File: config.mk
export PLATFORM = sky130hd
export DESIGN_NAME = mcr_ctrl
export DESIGN_NICKNAME = d
export VERILOG_FILES = /design/src/sv/mcr_pkg.sv /design/src/sv/mcr_ctrl.sv
export SDC_FILE = /design/constraint.sdc
export NUM_CORES = 1
export LEC_CHECK = 0
export BUFFER_PORTS_ARGS = -buffer_cell sky130_fd_sc_hd__buf_4
export CAP_MARGIN = 30
export CORE_UTILIZATION = 44
export CTS_CLUSTER_DIAMETER = 200
export CTS_CLUSTER_SIZE = 40
export DETAILED_ROUTE_END_ITERATION = 10
export PLACE_DENSITY_LB_ADDON = 0.05
export SLEW_MARGIN = 20
export SYNTH_ARGS = -nofsm -noshare
export SYNTH_HDL_FRONTEND = slang
export SYNTH_SLANG_ARGS = --single-unit
File: constraint.sdc
create_clock -name clk -period 2 [get_ports clk]
set_clock_uncertainty 0.1 [all_clocks]
set_input_delay 0.3 -clock clk [delete_from_list [all_inputs] [get_ports clk]]
set_output_delay 0.3 -clock clk [all_outputs]
set_load 0.05 [all_outputs]
File: src/sv/mcr_pkg.sv
// Shared types, constants and control structs of the match conflict resolver.
package mcr_pkg;

  // Fixed field widths of the item channels
  localparam int FEAT_W  = 12;
  localparam int ELEMP_W = 6;
  localparam int VALUE_W = 16;
  localparam int MODE_W  = 3;
  localparam int ACC_W   = 64;
  localparam int MAP_W   = FEAT_W + 1;  // valid bit over first-image index

  // Defaults for the top-level parameters
  localparam int MAX_FEATURES_DEF = 4096;
  localparam int DESC_LEN_DEF     = 64;
  localparam int ELEM_BITS_DEF    = 16;

  // Item modes
  localparam logic [MODE_W-1:0] MODE_LOAD_FIRST   = 3'd0;
  localparam logic [MODE_W-1:0] MODE_LOAD_SECOND  = 3'd1;
  localparam logic [MODE_W-1:0] MODE_CLEAR_MAP    = 3'd2;
  localparam logic [MODE_W-1:0] MODE_FIRST_MATCH  = 3'd3;
  localparam logic [MODE_W-1:0] MODE_SECOND_MATCH = 3'd4;
  localparam logic [MODE_W-1:0] MODE_RECHECK      = 3'd5;

  typedef struct packed {
    logic [MODE_W-1:0]         mode;
    logic [FEAT_W-1:0]         first_feature;
    logic [FEAT_W-1:0]         second_feature;
    logic [ELEMP_W-1:0]        element;
    logic signed [VALUE_W-1:0] value;
  } in_item_t;

  typedef struct packed {
    logic              keep;
    logic              which_list;
    logic [FEAT_W-1:0] out_first;
    logic [FEAT_W-1:0] out_second;
  } out_item_t;

  // Controller to datapath
  typedef struct packed {
    logic capture;
    logic prep;
    logic wr_first;
    logic wr_second;
    logic map_set;
    logic map_clr;
    logic sweep;
    logic acc_clr;
    logic dot_step;
    logic out_load;
    logic out_keep;
    logic out_which;
  } ctl_cmd_t;

  // Datapath to controller
  typedef struct packed {
    logic [MODE_W-1:0] mode;
    logic              f1_ok;
    logic              f2_ok;
    logic              el_ok;
    logic              map_valid;
    logic              map_same;
    logic              k_last;
    logic              pipe_busy;
    logic              sweep_last;
    logic              greater;
    logic              out_free;
  } ctl_stat_t;

endpackage

File: src/sv/mcr_ctrl.sv
// Sequencer of the match conflict resolver: steps each item through its phases.
module mcr_ctrl (
  input  logic               clk,
  input  logic               rst_n,
  input  logic               in_valid,
  output logic               in_stall,
  input  mcr_pkg::ctl_stat_t stat,
  output mcr_pkg::ctl_cmd_t  cmd
);

  typedef enum logic [3:0] {
    ST_SWEEP,
    ST_IDLE,
    ST_PREP,
    ST_LOAD,
    ST_MAP_SET,
    ST_MAP_RD,
    ST_DOT_RUN,
    ST_DOT_DRAIN,
    ST_DECIDE,
    ST_RESULT
  } state_t;

  state_t state_r, state_nxt;
  logic   keep_r, keep_nxt;
  logic   which_r, which_nxt;
  logic   hit;

  assign hit      = stat.f2_ok && stat.map_valid;
  assign in_stall = (state_r != ST_IDLE);

  always_comb begin
    cmd           = '0;
    state_nxt     = state_r;
    keep_nxt      = keep_r;
    which_nxt     = which_r;
    cmd.out_keep  = keep_r;
    cmd.out_which = which_r;
    unique case (state_r)
      ST_SWEEP: begin
        cmd.sweep = 1'b1;
        if (stat.sweep_last) begin
          state_nxt = ST_IDLE;
        end
      end
      ST_IDLE: begin
        if (in_valid) begin
          cmd.capture = 1'b1;
          state_nxt   = ST_PREP;
        end
      end
      ST_PREP: begin
        cmd.prep = 1'b1;
        unique case (stat.mode) inside
          mcr_pkg::MODE_LOAD_FIRST, mcr_pkg::MODE_LOAD_SECOND: state_nxt = ST_LOAD;
          mcr_pkg::MODE_CLEAR_MAP:                             state_nxt = ST_SWEEP;
          mcr_pkg::MODE_FIRST_MATCH:                           state_nxt = ST_MAP_SET;
          mcr_pkg::MODE_SECOND_MATCH, mcr_pkg::MODE_RECHECK:   state_nxt = ST_MAP_RD;
          default:                                             state_nxt = ST_IDLE;
        endcase
      end
      ST_LOAD: begin
        cmd.wr_first  = (stat.mode == mcr_pkg::MODE_LOAD_FIRST) && stat.f1_ok && stat.el_ok;
        cmd.wr_second = (stat.mode == mcr_pkg::MODE_LOAD_SECOND) && stat.f2_ok && stat.el_ok;
        state_nxt     = ST_IDLE;
      end
      ST_MAP_SET: begin
        cmd.map_set = stat.f2_ok;
        state_nxt   = ST_IDLE;
      end
      ST_MAP_RD: begin
        cmd.acc_clr = 1'b1;
        if (stat.mode == mcr_pkg::MODE_RECHECK) begin
          keep_nxt  = hit;
          which_nxt = 1'b0;
          state_nxt = ST_RESULT;
        end else if (hit && !stat.map_same) begin
          state_nxt = ST_DOT_RUN;
        end else begin
          keep_nxt  = 1'b1;
          which_nxt = 1'b1;
          state_nxt = ST_RESULT;
        end
      end
      ST_DOT_RUN: begin
        cmd.dot_step = 1'b1;
        if (stat.k_last) begin
          state_nxt = ST_DOT_DRAIN;
        end
      end
      ST_DOT_DRAIN: begin
        if (!stat.pipe_busy) begin
          state_nxt = ST_DECIDE;
        end
      end
      ST_DECIDE: begin
        // mapped pair strictly closer: drop the new match, else free the entry
        cmd.map_clr = !stat.greater;
        keep_nxt    = !stat.greater;
        which_nxt   = 1'b1;
        state_nxt   = ST_RESULT;
      end
      ST_RESULT: begin
        if (stat.out_free) begin
          cmd.out_load = 1'b1;
          state_nxt    = ST_IDLE;
        end
      end
      default: state_nxt = ST_IDLE;
    endcase
  end

  always_ff @(posedge clk) begin
    if (!rst_n) begin
      state_r <= ST_SWEEP;
      keep_r  <= 1'b0;
      which_r <= 1'b0;
    end else begin
      state_r <= state_nxt;
      keep_r  <= keep_nxt;
      which_r <= which_nxt;
    end
  end

  a_result_needs_room: assert property (@(posedge clk) disable iff (!rst_n)
    cmd.out_load |-> stat.out_free)
    else $error("result loaded while output register busy");

  a_decide_after_drain: assert property (@(posedge clk) disable iff (!rst_n)
    (state_r == ST_DECIDE) |-> !stat.pipe_busy)
    else $error("decision taken with products still in flight");

endmodule

# --- Word level (Yosys, flattened, before mapping) ---
# Index checks and enable logic that the tools add are counted.
# Widths: inputs -> output; s select.
word_totals:
  latch_bits: 0
  input_bits: 16
  elab_cells: 64
  mem_count: 0
  out_inout_bits: 13
  rom_bits: 0
  regBits: 6
  ramBits: 0
classes:
  n_mux: 25
  n_addsub: 0
  reduce_logical: 15
  n_div: 0
  order_cmp: 0
  bitwise: 0
  eq_ne: 21
  shift: 0
  multipliers: 0
ops:
  columns: ["cell", "n"]
  rows:
  - ["$pmux 4 s8", 1]
  - ["$mux 4", 7]
  - ["$eq 4x3->1 const B", 4]
  - ["$mux 1", 13]
  - ["$pmux 3 s4", 1]
  - ["$ne 2x2->1 const B", 5]
  - ["$eq 4x2->1 const B", 2]
  - ["$eq 4x4->1 const B", 2]
  - ["$eq 3x2->1 const B", 2]
  - ["$eq 3x3->1 const B", 2]
  - ["$logic_and 1x1->1", 6]
  - ["$reduce_and 5->1", 1]
  - ["$eq 4x1->1 const B", 1]
  - ["$logic_not 4->1", 1]
  - ["$ne 4x1->1 const B", 1]
  - ["$pmux 1 s2", 2]
  - ["$reduce_or 2->1", 2]
  - ["$eq 3x1->1 const B", 1]
  - ["$logic_not 3->1", 1]
  - ["$ne 3x3->1 const B", 1]
  - ["$logic_not 1->1", 2]
  - ["$mux 2", 1]
  - ["$reduce_and 2->1", 1]
  - ["$reduce_bool 2->1", 1]

# --- Depth between registers and ports, before layout ---
depth:
  ltp_word: 5
  ltp_mapped: 6
  ltp_nobuf: 4

# --- Worst setup path before layout ---
# No wires, ideal clock.
synth_path:
  kind: "register to output"
  startpoint: "reg state_r[2]"
  endpoint: "out cmd[7] (netlist name)"
  n_path_buf: 1
  slack_ps: -599
  required_time_ps: 1600
  path_stages_with_launch: 4
  arrival_ps: 2199
  path_cell_list: "dfxtp_1 > clkbuf_1 > nand2_1 > nor4_1"
synth_lines:
  columns: ["element", "line", "source"]
  rows:
  - ["start, declared", "mcr_ctrl.sv:24", "state_t state_r, state_nxt;"]
  - ["start signal, assigned", "mcr_ctrl.sv:119", "state_r <= state_nxt;"]
  - ["end, declared", "mcr_ctrl.sv:8", "output mcr_pkg::ctl_cmd_t cmd"]

==> flow_metrics.py <==
metrics = {
    "timing": {
        "tightestPinTransition_ns": 0.378,
        "maxSlewViolCount": 0,
        "worst_slack_ns": 0.0306,
        "maxSlewHeadroom_pct": 74.1,
        "period_needed_ns": 1.97,
        "setup_violations": 0,
        "setup_tns_ns": 0,
        "hold_viol": 0,
        "hold_ws_ns": 0.218,
        "fin_crit_sh_pct": 98.5,
        "clock.fmax_mhz": 508,
    },
    "route": {
        "remaining_drc_errors": 0,
        "routedWlPerCell_um": 13.2,
        "initialDrtViolationCount": 8,
        "drt-vias-per-instance": 5.84,
        "ant_nets": 0,
        "first_pass_iters": 4,
        "vias": 718,
        "routed_wl_mm": 1.62,
    },
    "die": {
        "num_rows": 12,
        "die_x_um": 38.9,
        "num_io_pins": 29,
        "coreArea_um2": 1190,
        "dieArea_um2": 1510,
        "fp.dieH_um": 38.9,
        "start_util_pct": 50.5,
    },
    "pwr": {
        "power_frac_comb_pct": 34.6,
        "p_int_mw": 0.251,
        "seq_power_share_pct": 36.1,
        "totalPowerFinal_mw": 0.377,
        "p_clk_share_pct": 29.4,
        "max-vdd-ir-drop_mv": 0.370,
        "switching_share_pct": 33.4,
        "p_switching_mw": 0.126,
        "p_per_area_nw_per_um2": 424,
        "p_leak_nw": 0.368,
    },
    "logic_synthesis": {
        "yosysWarnings": 0,
        "seq_area_frac_synth_pct": 20.0,
        "syn_area_um2": 599,
        "synth.area.mux_share_pct": 3.34,
        "syn_nets": 98,
        "synthAdderAreaFrac_pct": 0,
        "synth.avg_cell_area_um2": 7.31,
        "syn-instance-count": 82,
        "yosys.area_share.simple_pct": 44.3,
        "yosys.area_share.xor_xnor_pct": 0,
        "synth.distinct_cells": 35,
        "ys_ff_latch": 6,
        "synth_compound_area_share_pct": 22.5,
        "synth_top_family_by_area": "simple AND/OR/NAND/NOR gates",
    },
    "clock_tree": {
        "cts_tree": "done",
        "clk_latency_ns": 0.24,
        "numClockSinks": 6,
        "cts_hold_buf": 0,
        "clk_path_buf_depth": 2,
        "numCtsBuffers": 3,
        "htreeDepth": 1,
        "path_clk_slew_ns": 0.05,
        "cts-root-buf": "clkbuf_4",
    },
    "setup_path": {
        "slowest_delay_ns": 0.37,
        "crit_path_start": "state_r[1]",
        "worstPathArrival_ns": 1.57,
        "path_max_fanout": 9,
        "critical_path_class": "flop to output pin",
        "required_ns": 1.60,
        "critPathTopFamily": "simple AND/OR/NAND/NOR gates",
        "reg2reg_from": "state_r[3]",
        "worst-path-buf-inv": 2,
        "critPathLaunchType": "flop",
        "cpMostUsedCell": "buf_4",
        "crit_chain": "buf_4, nor4bb_1, and2_1, buf_4",
        "cp-end-kind": "output pin",
        "slowest_stage": "dfxtp_1",
    },
    "finish": {
        "diodes": 0,
        "fin_cells": 123,
        "drive_above_1_share_pct": 45.0,
        "nFillCells": 111,
        "final_cell_mix": "buf_4 (31), nand2_1 (11)",
        "final_area_um2": 890,
        "mostFrequentLayoutCell": "buf_4",
        "synthToLayoutAreaGrowth_pct": 48.4,
        "utilization_pct": 75.0,
        "finalNetCount": 127,
    },
    "global_routing": {
        "grt_max_degree": 19,
        "first_global_vias": 597,
        "grt_pass1_wl_mm": 2.33,
        "grt_usage_pct": 22.1,
        "antenna_found_initial": 0,
        "overflow": 0,
    },
    "placement": {
        "placedCellCount": 120,
        "portBuffers": 28,
        "dpl-instance-area_um2": 843,
        "gp_congestion": 0.802,
        "dpl.hpwl_mm": 1.22,
        "dp_slack_ns": 0.164,
    },
    "worst_hold_path": {
        "hold_path.class": "input pin to flop",
        "min_from": "rst_n",
    },
    "status": {
        "status": "finished, final reports clean",
    },
    "job": {
        "drv_cap": 0,
    },
}
[final timing paths]
| path | endpoint | slack, ns | cells past startpoint |
|---|---|---|---|
| worst max-delay path | cmd[2] | 0.03 | 4 |
| worst min-delay path | keep_r | 0.22 | 3 |
| worst max register to register | state_r[1] | 0.35 | 5 |
| worst min register to register | which_r | 0.36 | 2 |
[synth_stat cells]
| cell type | count | share of area [%] |
|---|---|---|
| nand2_1 | 11 | 6.9 |
| dfxtp_1 | 6 | 20 |
| a21oi_1 | 4 | 3.3 |
| nand2b_1 | 4 | 4.2 |
| nor2b_1 | 4 | 4.2 |
| nor3_1 | 4 | 3.3 |
| a31oi_1 | 3 | 3.1 |
| clkbuf_1 | 3 | 1.9 |
| inv_1 | 3 | 1.9 |
| nor2_1 | 3 | 1.9 |
| nor4_1 | 3 | 3.1 |
| o21ai_0 | 3 | 2.5 |
| and3b_1 | 2 | 2.9 |
| buf_2 | 2 | 1.7 |
| buf_4 | 2 | 2.5 |
| mux2i_1 | 2 | 3.3 |
| nand3_1 | 2 | 1.7 |
| nand4_1 | 2 | 2.1 |
| nor4bb_1 | 2 | 3.3 |
| o31ai_1 | 2 | 2.5 |
| a2111oi_0 | 1 | 1.5 |
| a211oi_1 | 1 | 1.3 |
| a32oi_1 | 1 | 1.5 |
| a32oi_2 | 1 | 2.7 |
| and2_1 | 1 | 1.0 |
| and3_1 | 1 | 1.0 |
| buf_6 | 1 | 1.9 |
| nand2_2 | 1 | 1.0 |
| nor3b_1 | 1 | 1.3 |
| nor4b_1 | 1 | 1.5 |
| o2bb2ai_1 | 1 | 1.5 |
| o311ai_2 | 1 | 2.7 |
| or3_1 | 1 | 1.0 |
| or3b_2 | 1 | 1.5 |
| or4b_4 | 1 | 2.3 |
[routing by layer]
layer / part of all wire [%] / GRT usage (%) / wire length, um / up-vias
met5: 0 / 0 / 0 / -
met4: 0 / 0.862 / 0 / 0
met3: 5.1 / 5.20 / 83 / 0
met2: 52 / 40.0 / 841 / 25
met1: 43 / 27.3 / 696 / 336
li1: - / - / - / 357
[state kept, by name, summed over array words and instances (netlist names)]
name / count
which_r: 1
state_r: 4
keep_r: 1
[tightest hold or removal path, cell delays in order]
cell     delay [ns]
buf_4          0.11
nand2_1        0.05
o21ai_0        0.06
[power groups by stage]
stage	Clock (mW)	Sequential, mW	Combinational (mW)
final	0.111	0.136	0.130
after global routing	0.118	0.137	0.142
after CTS	0.115	0.137	0.129
after detailed placement	0	0.139	0.129
after global placement	0	0.138	0.128
after floorplan	0	0.127	0.0960
[logic make-up after synthesis]
family | Yosys count
muxes | 2
buffers and inverters | 11
and+or+nand+nor | 45
AOI/OAI and AO/OA | 18
DFF | 6
[area by class of cell]
cell class                 count  area, um^2  area share, %
clock buffer                   3        22.5           2.53
inverter                       3        11.3           1.27
multi-input combinational     65         469           52.7
sequential                     6         125           14.1
tap                           14        17.5           1.97
timing repair buffer          32         244           27.4
[repair_timing]
| item | CTS | global route |
|---|---|---|
| pin swaps | 1 | 3 |
| gates resized for setup | 3 | 3 |
| setup buffers | 0 | 0 |
| endpoints found under the setup margin | 4 | 1 |
(Power assumes the default switching activity.)
